`src/rtl/mu8_pkg.sv`:
```
// shared types and constants of the utf-8 to modified utf-8 converter
package mu8_pkg;

  localparam int unsigned MU8_QUEUE_DEPTH = 2;
  localparam int unsigned MU8_CP_W        = 21;

  // one decoded unit of work for the encoder side
  typedef struct packed {
    logic                err;
    logic [MU8_CP_W-1:0] cp;
  } job_t;

endpackage

```
`src/rtl/mu8_in_if.sv`:
```
// input channel: one utf-8 byte per word
interface mu8_in_if;
  logic       valid;
  logic       ready;
  logic [7:0] in_byte;
  logic       end_of_text;

  modport source (output valid, output in_byte, output end_of_text, input ready);
  modport sink   (input valid, input in_byte, input end_of_text, output ready);
endinterface

```
`src/rtl/mu8_out_if.sv`:
```
// output channel: one modified utf-8 byte per word
interface mu8_out_if;
  logic       valid;
  logic       ready;
  logic [7:0] out_byte;
  logic       malformed;
  logic       run_last;

  modport source (output valid, output out_byte, output malformed, output run_last,
                  input ready);
  modport sink   (input valid, input out_byte, input malformed, input run_last,
                  output ready);
endinterface

```
`src/rtl/utf8_to_modified_utf8_converter_unit.sv`:
```
// top level of the utf-8 to modified utf-8 converter
// A decoder takes one utf-8 byte per cycle whenever the job queue has room and pushes
// a job per finished code point or per error; an encoder drains the queue and sends one
// output word per cycle while out_o.ready holds, so a code point gives as many words as
// its modified utf-8 form has bytes (1, 2, 3 or 6, and 1 for an error); the output port
// sets the sustained rate. The first word for a byte is registered in the job queue and
// then in the output register. Bytes that only extend an open sequence produce no word.
module utf8_to_modified_utf8_converter_unit #(
  parameter int unsigned QueueDepth = mu8_pkg::MU8_QUEUE_DEPTH
) (
  input  logic        clk_i,
  input  logic        rst_ni,
  mu8_in_if.sink      in_i,
  mu8_out_if.source   out_o
);
  import mu8_pkg::*;

  logic full, push, empty, pop;
  job_t job, head;

  mu8_front u_front (
    .clk_i  (clk_i),
    .rst_ni (rst_ni),
    .in_i   (in_i),
    .full_i (full),
    .push_o (push),
    .job_o  (job)
  );

  mu8_fifo #(
    .Depth (QueueDepth)
  ) u_fifo (
    .clk_i   (clk_i),
    .rst_ni  (rst_ni),
    .push_i  (push),
    .job_i   (job),
    .full_o  (full),
    .pop_i   (pop),
    .empty_o (empty),
    .head_o  (head)
  );

  mu8_back u_back (
    .clk_i   (clk_i),
    .rst_ni  (rst_ni),
    .empty_i (empty),
    .head_i  (head),
    .pop_o   (pop),
    .out_o   (out_o)
  );

endmodule

```
`src/rtl/mu8_front.sv`:
```
// front end: utf-8 decoder that turns bytes into code point or error jobs
module mu8_front (
  input  logic           clk_i,
  input  logic           rst_ni,
  mu8_in_if.sink         in_i,
  input  logic           full_i,
  output logic           push_o,
  output mu8_pkg::job_t  job_o
);
  import mu8_pkg::*;

  localparam logic [MU8_CP_W-1:0] MinTwo   = MU8_CP_W'(32'h80);
  localparam logic [MU8_CP_W-1:0] MinThree = MU8_CP_W'(32'h800);
  localparam logic [MU8_CP_W-1:0] MinFour  = MU8_CP_W'(32'h10000);
  localparam logic [MU8_CP_W-1:0] SurLo    = MU8_CP_W'(32'hD800);
  localparam logic [MU8_CP_W-1:0] SurHi    = MU8_CP_W'(32'hDFFF);
  localparam logic [MU8_CP_W-1:0] CpMax    = MU8_CP_W'(32'h10FFFF);

  logic [MU8_CP_W-1:0] pcp_q, pcp_d, pcp_n, min_cp;
  logic [1:0]          bse_q, bse_d, slen_q, slen_d;
  logic                acc, err, b_ascii;
  logic [7:0]          b;

  assign in_i.ready = !full_i;
  assign acc        = in_i.valid && !full_i;
  assign b          = in_i.in_byte;
  assign b_ascii    = !b[7];
  assign pcp_n      = {pcp_q[MU8_CP_W-7:0], b[5:0]};

  always_comb begin
    case (slen_q)
      2'd1:    min_cp = MinTwo;
      2'd2:    min_cp = MinThree;
      default: min_cp = MinFour;
    endcase
  end

  always_comb begin
    pcp_d     = pcp_q;
    bse_d     = bse_q;
    slen_d    = slen_q;
    err       = 1'b0;
    push_o    = 1'b0;
    job_o.err = 1'b0;
    job_o.cp  = MU8_CP_W'(b);
    if (acc) begin
      if (bse_q == 2'd0) begin
        if (b_ascii) begin
          push_o = 1'b1;
        end else if (b >= 8'hC2 && b <= 8'hDF) begin
          pcp_d  = MU8_CP_W'(b[4:0]);
          bse_d  = 2'd1;
          slen_d = 2'd1;
        end else if (b >= 8'hE0 && b <= 8'hEF) begin
          pcp_d  = MU8_CP_W'(b[3:0]);
          bse_d  = 2'd2;
          slen_d = 2'd2;
        end else if (b >= 8'hF0 && b <= 8'hF4) begin
          pcp_d  = MU8_CP_W'(b[2:0]);
          bse_d  = 2'd3;
          slen_d = 2'd3;
        end else begin
          err = 1'b1;
        end
      end else begin
        if (b[7:6] != 2'b10) begin
          err = 1'b1;
        end else begin
          pcp_d = pcp_n;
          bse_d = bse_q - 2'd1;
          if (bse_d == 2'd0) begin
            if (pcp_n < min_cp || (pcp_n >= SurLo && pcp_n <= SurHi) || pcp_n > CpMax) begin
              err = 1'b1;
            end else begin
              push_o   = 1'b1;
              job_o.cp = pcp_n;
            end
          end
        end
      end
      if (in_i.end_of_text && bse_d != 2'd0) begin
        err = 1'b1;
      end
      if (err) begin
        push_o    = 1'b1;
        job_o.err = 1'b1;
        job_o.cp  = '0;
      end
      if (err || in_i.end_of_text || (bse_d == 2'd0)) begin
        pcp_d  = '0;
        bse_d  = 2'd0;
        slen_d = 2'd0;
      end
    end
  end

  always_ff @(posedge clk_i or negedge rst_ni) begin
    if (!rst_ni) begin
      pcp_q  <= '0;
      bse_q  <= 2'd0;
      slen_q <= 2'd0;
    end else begin
      pcp_q  <= pcp_d;
      bse_q  <= bse_d;
      slen_q <= slen_d;
    end
  end

endmodule

```
`src/rtl/mu8_fifo.sv`:
```
// short job queue between decoder and encoder
module mu8_fifo #(
  parameter int unsigned Depth = mu8_pkg::MU8_QUEUE_DEPTH
) (
  input  logic           clk_i,
  input  logic           rst_ni,
  input  logic           push_i,
  input  mu8_pkg::job_t  job_i,
  output logic           full_o,
  input  logic           pop_i,
  output logic           empty_o,
  output mu8_pkg::job_t  head_o
);
  import mu8_pkg::*;

  localparam int unsigned PtrW = (Depth > 1) ? $clog2(Depth) : 1;
  localparam int unsigned CntW = $clog2(Depth + 1);

  job_t            entries_q [Depth];
  logic [PtrW-1:0] wr_q, rd_q;
  logic [CntW-1:0] cnt_q;
  logic            do_push, do_pop;

  assign full_o  = cnt_q == CntW'(Depth);
  assign empty_o = cnt_q == '0;
  assign head_o  = entries_q[rd_q];
  assign do_push = push_i && !full_o;
  assign do_pop  = pop_i && !empty_o;

  always_ff @(posedge clk_i) begin
    if (do_push) begin
      entries_q[wr_q] <= job_i;
    end
  end

  always_ff @(posedge clk_i or negedge rst_ni) begin
    if (!rst_ni) begin
      wr_q  <= '0;
      rd_q  <= '0;
      cnt_q <= '0;
    end else begin
      if (do_push) begin
        wr_q <= (wr_q == PtrW'(Depth - 1)) ? '0 : wr_q + PtrW'(1);
      end
      if (do_pop) begin
        rd_q <= (rd_q == PtrW'(Depth - 1)) ? '0 : rd_q + PtrW'(1);
      end
      case ({do_push, do_pop})
        2'b10:   cnt_q <= cnt_q + CntW'(1);
        2'b01:   cnt_q <= cnt_q - CntW'(1);
        default: cnt_q <= cnt_q;
      endcase
    end
  end

endmodule

```
`src/rtl/mu8_back.sv`:
```
// back end: serializes each job into modified utf-8 output words
module mu8_back (
  input  logic           clk_i,
  input  logic           rst_ni,
  input  logic           empty_i,
  input  mu8_pkg::job_t  head_i,
  output logic           pop_o,
  mu8_out_if.source      out_o
);
  import mu8_pkg::*;

  logic [2:0]          idx_q, idx_d, len;
  logic                valid_q, load, last_b;
  logic [7:0]          byte_q, byte_d;
  logic                mal_q, last_q;
  logic [MU8_CP_W-1:0] v;
  logic [15:0]         u;
  logic [1:0]          k;

  function automatic logic [7:0] three(input logic [15:0] w, input logic [1:0] sel);
    logic [7:0] r;
    case (sel)
      2'd0:    r = {4'hE, w[15:12]};
      2'd1:    r = {2'b10, w[11:6]};
      default: r = {2'b10, w[5:0]};
    endcase
    return r;
  endfunction

  // encoded length of the head job
  always_comb begin
    if (head_i.err) begin
      len = 3'd1;
    end else if (head_i.cp == '0) begin
      len = 3'd2;
    end else if (head_i.cp < MU8_CP_W'(32'h80)) begin
      len = 3'd1;
    end else if (head_i.cp < MU8_CP_W'(32'h800)) begin
      len = 3'd2;
    end else if (head_i.cp < MU8_CP_W'(32'h10000)) begin
      len = 3'd3;
    end else begin
      len = 3'd6;
    end
  end

  assign v = head_i.cp - MU8_CP_W'(32'h10000);

  // byte at the current position
  always_comb begin
    u = head_i.cp[15:0];
    k = idx_q[1:0];
    if (head_i.cp >= MU8_CP_W'(32'h10000)) begin
      if (idx_q < 3'd3) begin
        u = {6'b110110, v[19:10]};
      end else begin
        u = {6'b110111, v[9:0]};
        k = 2'(idx_q - 3'd3);
      end
    end
    if (head_i.err) begin
      byte_d = 8'h00;
    end else if (head_i.cp == '0) begin
      byte_d = (idx_q == 3'd0) ? 8'hC0 : 8'h80;
    end else if (head_i.cp < MU8_CP_W'(32'h80)) begin
      byte_d = head_i.cp[7:0];
    end else if (head_i.cp < MU8_CP_W'(32'h800)) begin
      byte_d = (idx_q == 3'd0) ? {3'b110, head_i.cp[10:6]} : {2'b10, head_i.cp[5:0]};
    end else begin
      byte_d = three(u, k);
    end
  end

  assign load   = !valid_q || out_o.ready;
  assign last_b = idx_q == (len - 3'd1);
  assign pop_o  = load && !empty_i && last_b;

  always_comb begin
    idx_d = idx_q;
    if (load && !empty_i) begin
      idx_d = last_b ? 3'd0 : idx_q + 3'd1;
    end
  end

  always_ff @(posedge clk_i or negedge rst_ni) begin
    if (!rst_ni) begin
      valid_q <= 1'b0;
      idx_q   <= 3'd0;
    end else begin
      idx_q <= idx_d;
      if (load) begin
        valid_q <= !empty_i;
      end
    end
  end

  always_ff @(posedge clk_i) begin
    if (load && !empty_i) begin
      byte_q <= byte_d;
      mal_q  <= head_i.err;
      last_q <= last_b;
    end
  end

  assign out_o.valid     = valid_q;
  assign out_o.out_byte  = byte_q;
  assign out_o.malformed = mal_q;
  assign out_o.run_last  = last_q;

  a_err_word : assert property (@(posedge clk_i) disable iff (!rst_ni)
    valid_q && mal_q |-> last_q && byte_q == 8'h00)
    else $error("error word not a lone zero word");

  a_idx_range : assert property (@(posedge clk_i) disable iff (!rst_ni)
    idx_q <= 3'd5)
    else $error("byte index out of range");

  a_idx_head : assert property (@(posedge clk_i) disable iff (!rst_ni)
    idx_q != 3'd0 |-> !empty_i)
    else $error("job left the queue before all bytes were sent");

  a_pop_last : assert property (@(posedge clk_i) disable iff (!rst_ni)
    pop_o |=> valid_q && last_q)
    else $error("job retired without a closing word");

endmodule

```
`src/flat_wrapper.sv`:
```
// flat-port wrapper written by rule: the top's interface ports become plain ports
module utf8_to_modified_utf8_converter_unit_flat import mu8_pkg::*;
#(
  parameter int unsigned QueueDepth = mu8_pkg::MU8_QUEUE_DEPTH
)
  (clk_i, rst_ni, in_i_valid, in_i_in_byte, in_i_end_of_text, in_i_ready, out_o_valid, out_o_out_byte, out_o_malformed, out_o_run_last, out_o_ready);
  mu8_in_if in_i_i ();
  mu8_out_if out_o_i ();
  input  logic clk_i;
  input  logic rst_ni;
  input wire logic [$bits(in_i_i.valid)-1:0] in_i_valid;
  input wire logic [$bits(in_i_i.in_byte)-1:0] in_i_in_byte;
  input wire logic [$bits(in_i_i.end_of_text)-1:0] in_i_end_of_text;
  output wire logic [$bits(in_i_i.ready)-1:0] in_i_ready;
  output wire logic [$bits(out_o_i.valid)-1:0] out_o_valid;
  output wire logic [$bits(out_o_i.out_byte)-1:0] out_o_out_byte;
  output wire logic [$bits(out_o_i.malformed)-1:0] out_o_malformed;
  output wire logic [$bits(out_o_i.run_last)-1:0] out_o_run_last;
  input wire logic [$bits(out_o_i.ready)-1:0] out_o_ready;
  assign in_i_i.valid = in_i_valid;
  assign in_i_i.in_byte = in_i_in_byte;
  assign in_i_i.end_of_text = in_i_end_of_text;
  assign in_i_ready = in_i_i.ready;
  assign out_o_valid = out_o_i.valid;
  assign out_o_out_byte = out_o_i.out_byte;
  assign out_o_malformed = out_o_i.malformed;
  assign out_o_run_last = out_o_i.run_last;
  assign out_o_i.ready = out_o_ready;
  utf8_to_modified_utf8_converter_unit #(.QueueDepth(QueueDepth)) u_core (.clk_i(clk_i), .rst_ni(rst_ni), .in_i(in_i_i), .out_o(out_o_i));
endmodule
```
`config.mk`:
```
export PLATFORM = sky130hd
export DESIGN_NAME = utf8_to_modified_utf8_converter_unit_flat
export DESIGN_NICKNAME = d
export VERILOG_FILES = /design/src/rtl/mu8_pkg.sv /design/src/rtl/mu8_in_if.sv /design/src/rtl/mu8_out_if.sv /design/src/rtl/utf8_to_modified_utf8_converter_unit.sv /design/src/rtl/mu8_front.sv /design/src/rtl/mu8_fifo.sv /design/src/rtl/mu8_back.sv /design/src/flat_wrapper.sv
export SDC_FILE = /design/constraint.sdc
export NUM_CORES = 1
export LEC_CHECK = 0
export BUFFER_PORTS_ARGS = -buffer_cell sky130_fd_sc_hd__buf_4
export CORE_ASPECT_RATIO = 0.9
export CORE_MARGIN = 10
export CORE_UTILIZATION = 35
export DETAILED_ROUTE_END_ITERATION = 10
export MAX_ROUTING_LAYER = met4
export PLACE_DENSITY_LB_ADDON = 0.3
export SYNTH_ARGS = -nofsm -noshare
export SYNTH_HDL_FRONTEND = slang
export SYNTH_SLANG_ARGS = --single-unit
```
`constraint.sdc`:
```
create_clock -name clk_i -period 4.72 [get_ports clk_i]
set_input_delay 0.472 -clock clk_i [delete_from_list [all_inputs] [get_ports clk_i]]
set_output_delay 0.472 -clock clk_i [all_outputs]
set_load 0.02 [all_outputs]
```
==> results.py, run 1 <==
metrics = {
    "synth": {
        "synth_top_area_share_pct": 34.6,
        "synth_area_mm2": 0.00469,
        "ys.flop_type": "edfxtp_1",
        "yosysTopAreaCell": "edfxtp_1",
        "syn_nets": 434,
        "yosysSeqAreaShare_pct": 49.0,
        "async_flop_share_pct": 33.3,
        "avgSynthCellArea_um2": 11.5,
        "yosysMostFrequentCell": "edfxtp_1",
        "ys_ff_latch": 81,
        "synth-edff-count": 54,
        "synth.area.top_cells": "edfxtp_1, dfrtp_1, mux4_2",
        "synth_cells": 409,
        "ys_warn_count": 0,
        "ys_types": 68,
        "synthTopCellsByCount": "edfxtp_1, nand2_1, dfrtp_1, nor2_1",
    },
    "floorplanning": {
        "die_h_um": 130,
        "ios": 25,
        "initial_utilization_pct": 35.5,
        "rows": 40,
        "core_area_mm2": 0.0132,
        "dieArea_mm2": 0.0184,
        "die_x_um": 142,
    },
    "route": {
        "vias_per_cell": 5.79,
        "drcViolationCount": 0,
        "ant_nets": 0,
        "routed_wl_um": 11500,
        "wl_per_cell_um": 19.1,
        "first_iter_violations": 265,
        "via_count": 3491,
        "dr.pass1.iters": 6,
    },
    "clock_network": {
        "cts_tree": "yes",
        "htreeDepth": 3,
        "root_buffer": "clkbuf_16",
        "cts_hold_buf": 0,
        "cts-buffers-inserted": 9,
        "cts.sinks": 81,
        "post-cts-setup-buffers": 0,
        "worstSkewPairLatency_ns": 0.34,
        "cts_resized": 0,
        "clk_path_buf_depth": 2,
        "clkTransAtPathRegs_ns": 0.06,
    },
    "pwr": {
        "p_int_w": 0.00189,
        "combPwrFrac_pct": 40.0,
        "seq_power_share_pct": 36.6,
        "swShare_pct": 38.0,
        "p_switching_w": 0.00116,
        "p_per_area_mw_per_mm2": 574,
        "power.total_w": 0.00306,
        "clockPowerShare_pct": 23.4,
        "irDropWorstVdd_mv": 0.229,
        "p_leak_nw": 2.00,
    },
    "sta": {
        "slew_viol_final": 0,
        "max_freq_ghz": 0.248,
        "setup_viol": 0,
        "final.setup.tns_ns": 0,
        "fin_crit_ns": 4.03,
        "worst_slew_pin_slew_ns": 0.755,
        "setup_slack_ns": 0.695,
        "final_hold_viol_count": 0,
        "slew_headroom_pct": 49.7,
        "fin_crit_sh_pct": 85.3,
        "fin_skew_ns": 0.00767,
        "rsz0062_at_grt": "false",
    },
    "finish": {
        "layout.nets": 455,
        "final_cells": 603,
        "drive_gt1_share_pct": 17.0,
        "diodes": 0,
        "n_fill_cell": 1277,
        "fin_util_pct": 40.3,
        "area_growth_pct": 13.6,
    },
    "worst_setup_path": {
        "startpoint_type": "register",
        "required_ns": 4.98,
        "worstReg2RegEnd": "u_core.u_fifo.cnt_q[1]$_DFFE_PN0P_",
        "cp.arrival_ns": 4.29,
        "critPathMaxFanout": 20,
        "cp-end-kind": "register",
        "ff2ff_path_depth": 14,
        "r2r_start": "u_core.u_fifo.rd_q$_DFFE_PN0P_",
        "r2r_setup_slack_ns": 0.69,
        "path_class": "register to register",
    },
    "placement": {
        "gp_congestion": 0.979,
        "dp_hpwl_um": 8720,
        "dp_cells": 587,
        "place_ws_ns": 0.720,
        "port_buffers": 24,
    },
    "worst_hold_path": {
        "hp-class": "primary input to asynchronous set/reset pin",
    },
    "status": {
        "status": "finished, final reports clean",
    },
    "grt": {
        "grt_max_degree": 28,
        "grt-ovfl-total": 0,
        "grt_pass1_vias": 3480,
        "grt_pass1_wl_um": 18900,
        "antenna_found_initial": 0,
        "grtUsageTotal_pct": 13.2,
    },
    "flow_run": {
        "drv_cap": 0,
    },
}
-- layout by cell type (no fill, tap or decap), types with 8 or more instances in the layout --
cell / instances
clkbuf_16: 9
a32o_1: 10
mux4_2: 9
nor4_1: 9
a31oi_1: 13
nand2_1: 28
nor2_1: 21
and2_1: 17
inv_1: 16
o21ai_0: 16
a21oi_1: 17
nor3_1: 10
nand3_1: 8
ha_1: 12
buf_4: 29
mux2i_1: 14
dfrtp_1: 26
edfxtp_1: 54
nor2b_1: 9
-- worst max path at each step --
stage | from | to | slack [ns] | depth (start not counted)
4_1_cts | u_core.u_fifo.rd_q$_DFFE_PN0P_ | u_core.u_fifo.cnt_q[1]$_DFFE_PN0P_ | 0.70 | 15
6_report | u_core.u_fifo.rd_q$_DFFE_PN0P_ | u_core.u_fifo.cnt_q[1]$_DFFE_PN0P_ | 0.69 | 14
2_1_floorplan | u_core.u_fifo.rd_q$_DFFE_PN0P_ | u_core.u_fifo.cnt_q[1]$_DFFE_PN0P_ | 0.65 | 18
5_1_grt | u_core.u_fifo.rd_q$_DFFE_PN0P_ | u_core.u_fifo.cnt_q[1]$_DFFE_PN0P_ | 0.39 | 15
3_3_place_gp | u_core.u_fifo.rd_q$_DFFE_PN0P_ | u_core.u_fifo.cnt_q[1]$_DFFE_PN0P_ | 0.84 | 14
3_5_place_dp | u_core.u_fifo.rd_q$_DFFE_PN0P_ | u_core.u_fifo.cnt_q[1]$_DFFE_PN0P_ | 0.72 | 15
-- routing by layer --
metal / share of wire (%) / up-vias / global-route usage [%] / wire length [µm]
li1: - / 1637 / - / -
met1: 47 / 1701 / 16.8 / 5440
met2: 45 / 133 / 19.8 / 5180
met3: 5.5 / 20 / 3.41 / 630
met4: 2.3 / 0 / 5.23 / 259
met5: 0 / - / - / 0
-- area by class of cell --
cell class / instances / area, µm² / area share [%]
Sequential cell: 81 / 2300 / 43.2
Multi-Input combinational cell: 293 / 2230 / 42.0
Clock buffer: 9 / 225 / 4.23
Timing Repair Buffer: 29 / 218 / 4.09
Tap cell: 168 / 210 / 3.95
Clock inverter: 7 / 78.8 / 1.48
Inverter: 16 / 60.1 / 1.13
-- through the flow --
step           area [µm²]  hold WS (ns)
2_1_floorplan        4690         0.176
3_3_place_gp         5020         0.413
3_5_place_dp         5020         0.419
4_1_cts              5320        0.0539
5_1_grt              5320        0.0566
6_report             5320        0.0395
-- cells by family after synthesis --
group,after synthesis,share of synthesized area [%]
buf+inv,35,3.47
flops,81,49.0
simple gates,132,16.0
xor+xnor,10,2.03
compound gates,110,17.5
fa+ha+maj,12,3.20
mux,29,8.75
-- state kept, by name, summed over array words and instances (netlist names) --
name	count
u_core.u_back.idx_q	3
u_core.u_front.slen_q	2
u_core.u_fifo.cnt_q	2
u_core.u_fifo.rd_q	1
u_core.u_front.pcp_q	15
u_core.u_back.out_o.malformed	1
u_core.u_back.out_o.out_byte	8
u_core.u_front.bse_q	2
u_core.u_fifo.entries_q	44
u_core.u_back.out_o.run_last	1
u_core.u_fifo.wr_q	1
u_core.u_back.out_o.valid	1
-- power by group through the flow --
| stage | sequential (W) | combinational [W] | clock, W |
|---|---|---|---|
| final | 0.00112 | 0.00122 | 0.000715 |
| after global routing | 0.00114 | 0.00134 | 0.000765 |
| after CTS | 0.00112 | 0.00122 | 0.000732 |
| after detailed placement | 0.00113 | 0.00121 | 0 |
| after global placement | 0.00113 | 0.00120 | 0 |
| after floorplan | 0.00111 | 0.000896 | 0 |
-- critical path, stage by stage (launching register included) --
cell	delay, ns
dfrtp_2	0.56
or4_4	0.60
o2bb2ai_4	0.20
and2_1	0.31
nand3_4	0.14
a31oi_1	0.23
inv_1	0.07
ha_1	0.19
xor2_1	0.18
and4_1	0.27
a2111oi_4	0.38
and3_4	0.26
ha_1	0.25
nor2_1	0.13
xor2_1	0.16
Power figures use the tool's default switching activity.
==> run 2: changes to the inputs <==
CORE_UTILIZATION = 55   (was 35)
CTS_CLUSTER_DIAMETER = 100   (was not set)
==> results.py, run 2 (same netlist as run 1, synthesis figures left out) <==
metrics = {
    "placement": {
        "place_area_mm2": 0.00495,
        "dp_cells": 534,
        "port_buffers": 24,
        "gp_congestion": 0.933,
        "dp_hpwl_um": 8130,
    },
    "worst_setup_path": {
        "critPathTopFamily": "simple AND/OR/NAND/NOR gates",
        "path_buf_inv": 1,
        "cp-end-kind": "register",
        "crit_slowest_cell": "or4_4",
        "path_class": "register to register",
        "slowest_delay_ns": 0.63,
        "startpoint_type": "register",
        "required_ns": 5.00,
        "worstPathCellList": "or4_4 -> o2bb2ai_4 -> and2_1 -> nand3_4 -> a31oi_1 -> inv_1 -> ha_1 -> xor2_1 -> a211oi_1 -> a31oi_1 -> a2111oi_4 -> and3_4 -> ha_1 -> nor2_1 -> xor2_1",
        "critPathMaxFanout": 26,
        "cp.arrival_ns": 4.39,
    },
    "floorplanning": {
        "ios": 25,
        "core_area_mm2": 0.00818,
        "die_x_um": 117,
        "die_h_um": 108,
        "dieArea_mm2": 0.0126,
        "rows": 31,
        "initial_utilization_pct": 57.3,
    },
    "grt": {
        "antenna_found_initial": 0,
        "grt_max_degree": 28,
        "grtUsageTotal_pct": 17.9,
        "grt_pass1_vias": 3530,
        "grt_pass1_wl_um": 18100,
        "grt-ovfl-total": 0,
    },
    "finish": {
        "final_area_mm2": 0.00518,
        "seq_area_mm2": 0.00230,
        "largest_reg_flops": 44,
        "diodes": 0,
        "final_common_cell": "edfxtp_1",
        "largest_register": "u_core.u_fifo.entries_q",
        "area_growth_pct": 10.5,
        "layout.nets": 455,
        "multi_input_area_mm2": 0.00223,
        "final_cells": 550,
        "layout_common_cells": "edfxtp_1, buf_4, nand2_1, dfrtp_1, nor2_1",
        "n_fill_cell": 650,
        "drive_gt1_share_pct": 17.0,
    },
    "pwr": {
        "irDropWorstVdd_mv": 0.217,
        "p_leak_nw": 1.97,
        "p_per_area_mw_per_mm2": 560,
        "power.total_w": 0.00290,
    },
    "sta": {
        "max_freq_ghz": 0.243,
        "fin_skew_ns": 0.0133,
        "rsz0062_at_grt": "false",
        "final_hold_viol_count": 0,
        "timing.hold.ws_ns": 0.0268,
        "fin_crit_sh_pct": 87.0,
        "slew_viol_final": 0,
        "fin_crit_ns": 4.11,
        "setup_viol": 0,
        "slew_headroom_pct": 51.6,
        "worst_slew_pin_slew_ns": 0.724,
        "final.setup.tns_ns": 0,
    },
    "route": {
        "via_count": 3544,
        "ant_nets": 0,
        "first_iter_violations": 346,
        "vias_per_cell": 6.44,
        "drcViolationCount": 0,
        "wl_per_cell_um": 19.8,
        "routed_wl_um": 10900,
        "dr.pass1.iters": 7,
    },
    "clock_network": {
        "post-cts-setup-buffers": 0,
        "worstSkewPairLatency_ns": 0.35,
        "clk_path_buf_depth": 2,
        "htreeDepth": 3,
        "cts_hold_buf": 0,
        "root_buffer": "clkbuf_8",
        "cts_resized": 0,
        "cts-buffers-inserted": 9,
        "clkTransAtPathRegs_ns": 0.10,
        "cts.sinks": 81,
        "cts_tree": "yes",
    },
    "flow_run": {
        "drv_cap": 0,
    },
    "status": {
        "status": "finished, final reports clean",
    },
    "worst_hold_path": {
        "hp-class": "primary input to asynchronous set/reset pin",
    },
}
## run 2: changes by cell type in the layout (fill, tap and decap cells not counted)
cell        previous run  this run
clkinv_4               2         1
bufinv_16              1         2
clkbuf_1               0         1
clkbuf_8               0         9
clkinv_1               1         0
clkbuf_16              9         0
inv_6                  1         2
clkinvlp_4             1         0
## run 2: report_power, final
| part | leakage (nW) | switching, W | total, W | internal, W |
|---|---|---|---|---|
| logic | 0.986 | 0.000690 | 0.00120 | 0.000514 |
| clock network | 0.113 | 0.000270 | 0.000576 | 0.000307 |
| registers | 0.868 | 0.000159 | 0.00112 | 0.000963 |
| total | 1.97 | 0.00112 | 0.00290 | 0.00178 |
## run 2: layout make-up
class                   count  share of cell area (%)
well taps                 115                    2.78
inverters                  16                    1.16
clock buffers              10                    2.46
flip-flops and latches     81                    44.4
multi-input cells         293                    43.1
clock inverters             6                    1.88
repair buffers             29                    4.20
## run 2: path summary, 6_finish.rpt
check,to,slack (ns),startpoint,cells after the start
worst max-delay path,u_core.u_fifo.cnt_q[1]$_DFFE_PN0P_,0.61,u_core.u_fifo.rd_q$_DFFE_PN0P_,15
worst min-delay path,u_core.u_front.slen_q[0]$_DFFE_PN0P_,0.03,rst_ni,1
worst max register to register,u_core.u_fifo.cnt_q[1]$_DFFE_PN0P_,0.61,u_core.u_fifo.rd_q$_DFFE_PN0P_,15
worst min register to register,u_core.u_front.bse_q[1]$_DFFE_PN0P_,0.49,u_core.u_front.bse_q[1]$_DFFE_PN0P_,2
max in group asynchronous,u_core.u_fifo.rd_q$_DFFE_PN0P_,4.39,rst_ni,1
min in group clk_i,u_core.u_back.out_o.valid$_DFFE_PN0N_,0.39,out_o_ready,3
## run 2: worst reg2reg max path: cells and delay by family (launching register included)
| kind | cells | cell delay, ns |
|---|---|---|
| AO/OA/AOI/OAI | 5 | 1.12 |
| AND/OR/NAND/NOR | 5 | 1.48 |
| XOR/XNOR | 2 | 0.32 |
| flip-flops | 1 | 0.60 |
| adder cells (fa/ha/maj) | 2 | 0.45 |
| buffers and inverters | 1 | 0.07 |
## run 2: metal layers
metal	GRT usage [%]	vias up	share of wire (%)
li1	-	1636	-
met1	21.1	1733	43
met2	29.8	145	49
met3	3.83	30	5.6
met4	6.34	0	2.4
met5	-	-	0
## run 2: metrics by stage
stage / util (%) / setup WS [ns]
final: 63.3 / 0.612
after global routing: 63.3 / 0.311
after CTS: 63.3 / 0.625
after detailed placement: 60.5 / 0.638
after global placement: 60.5 / 0.808
after floorplan: - / 0.652
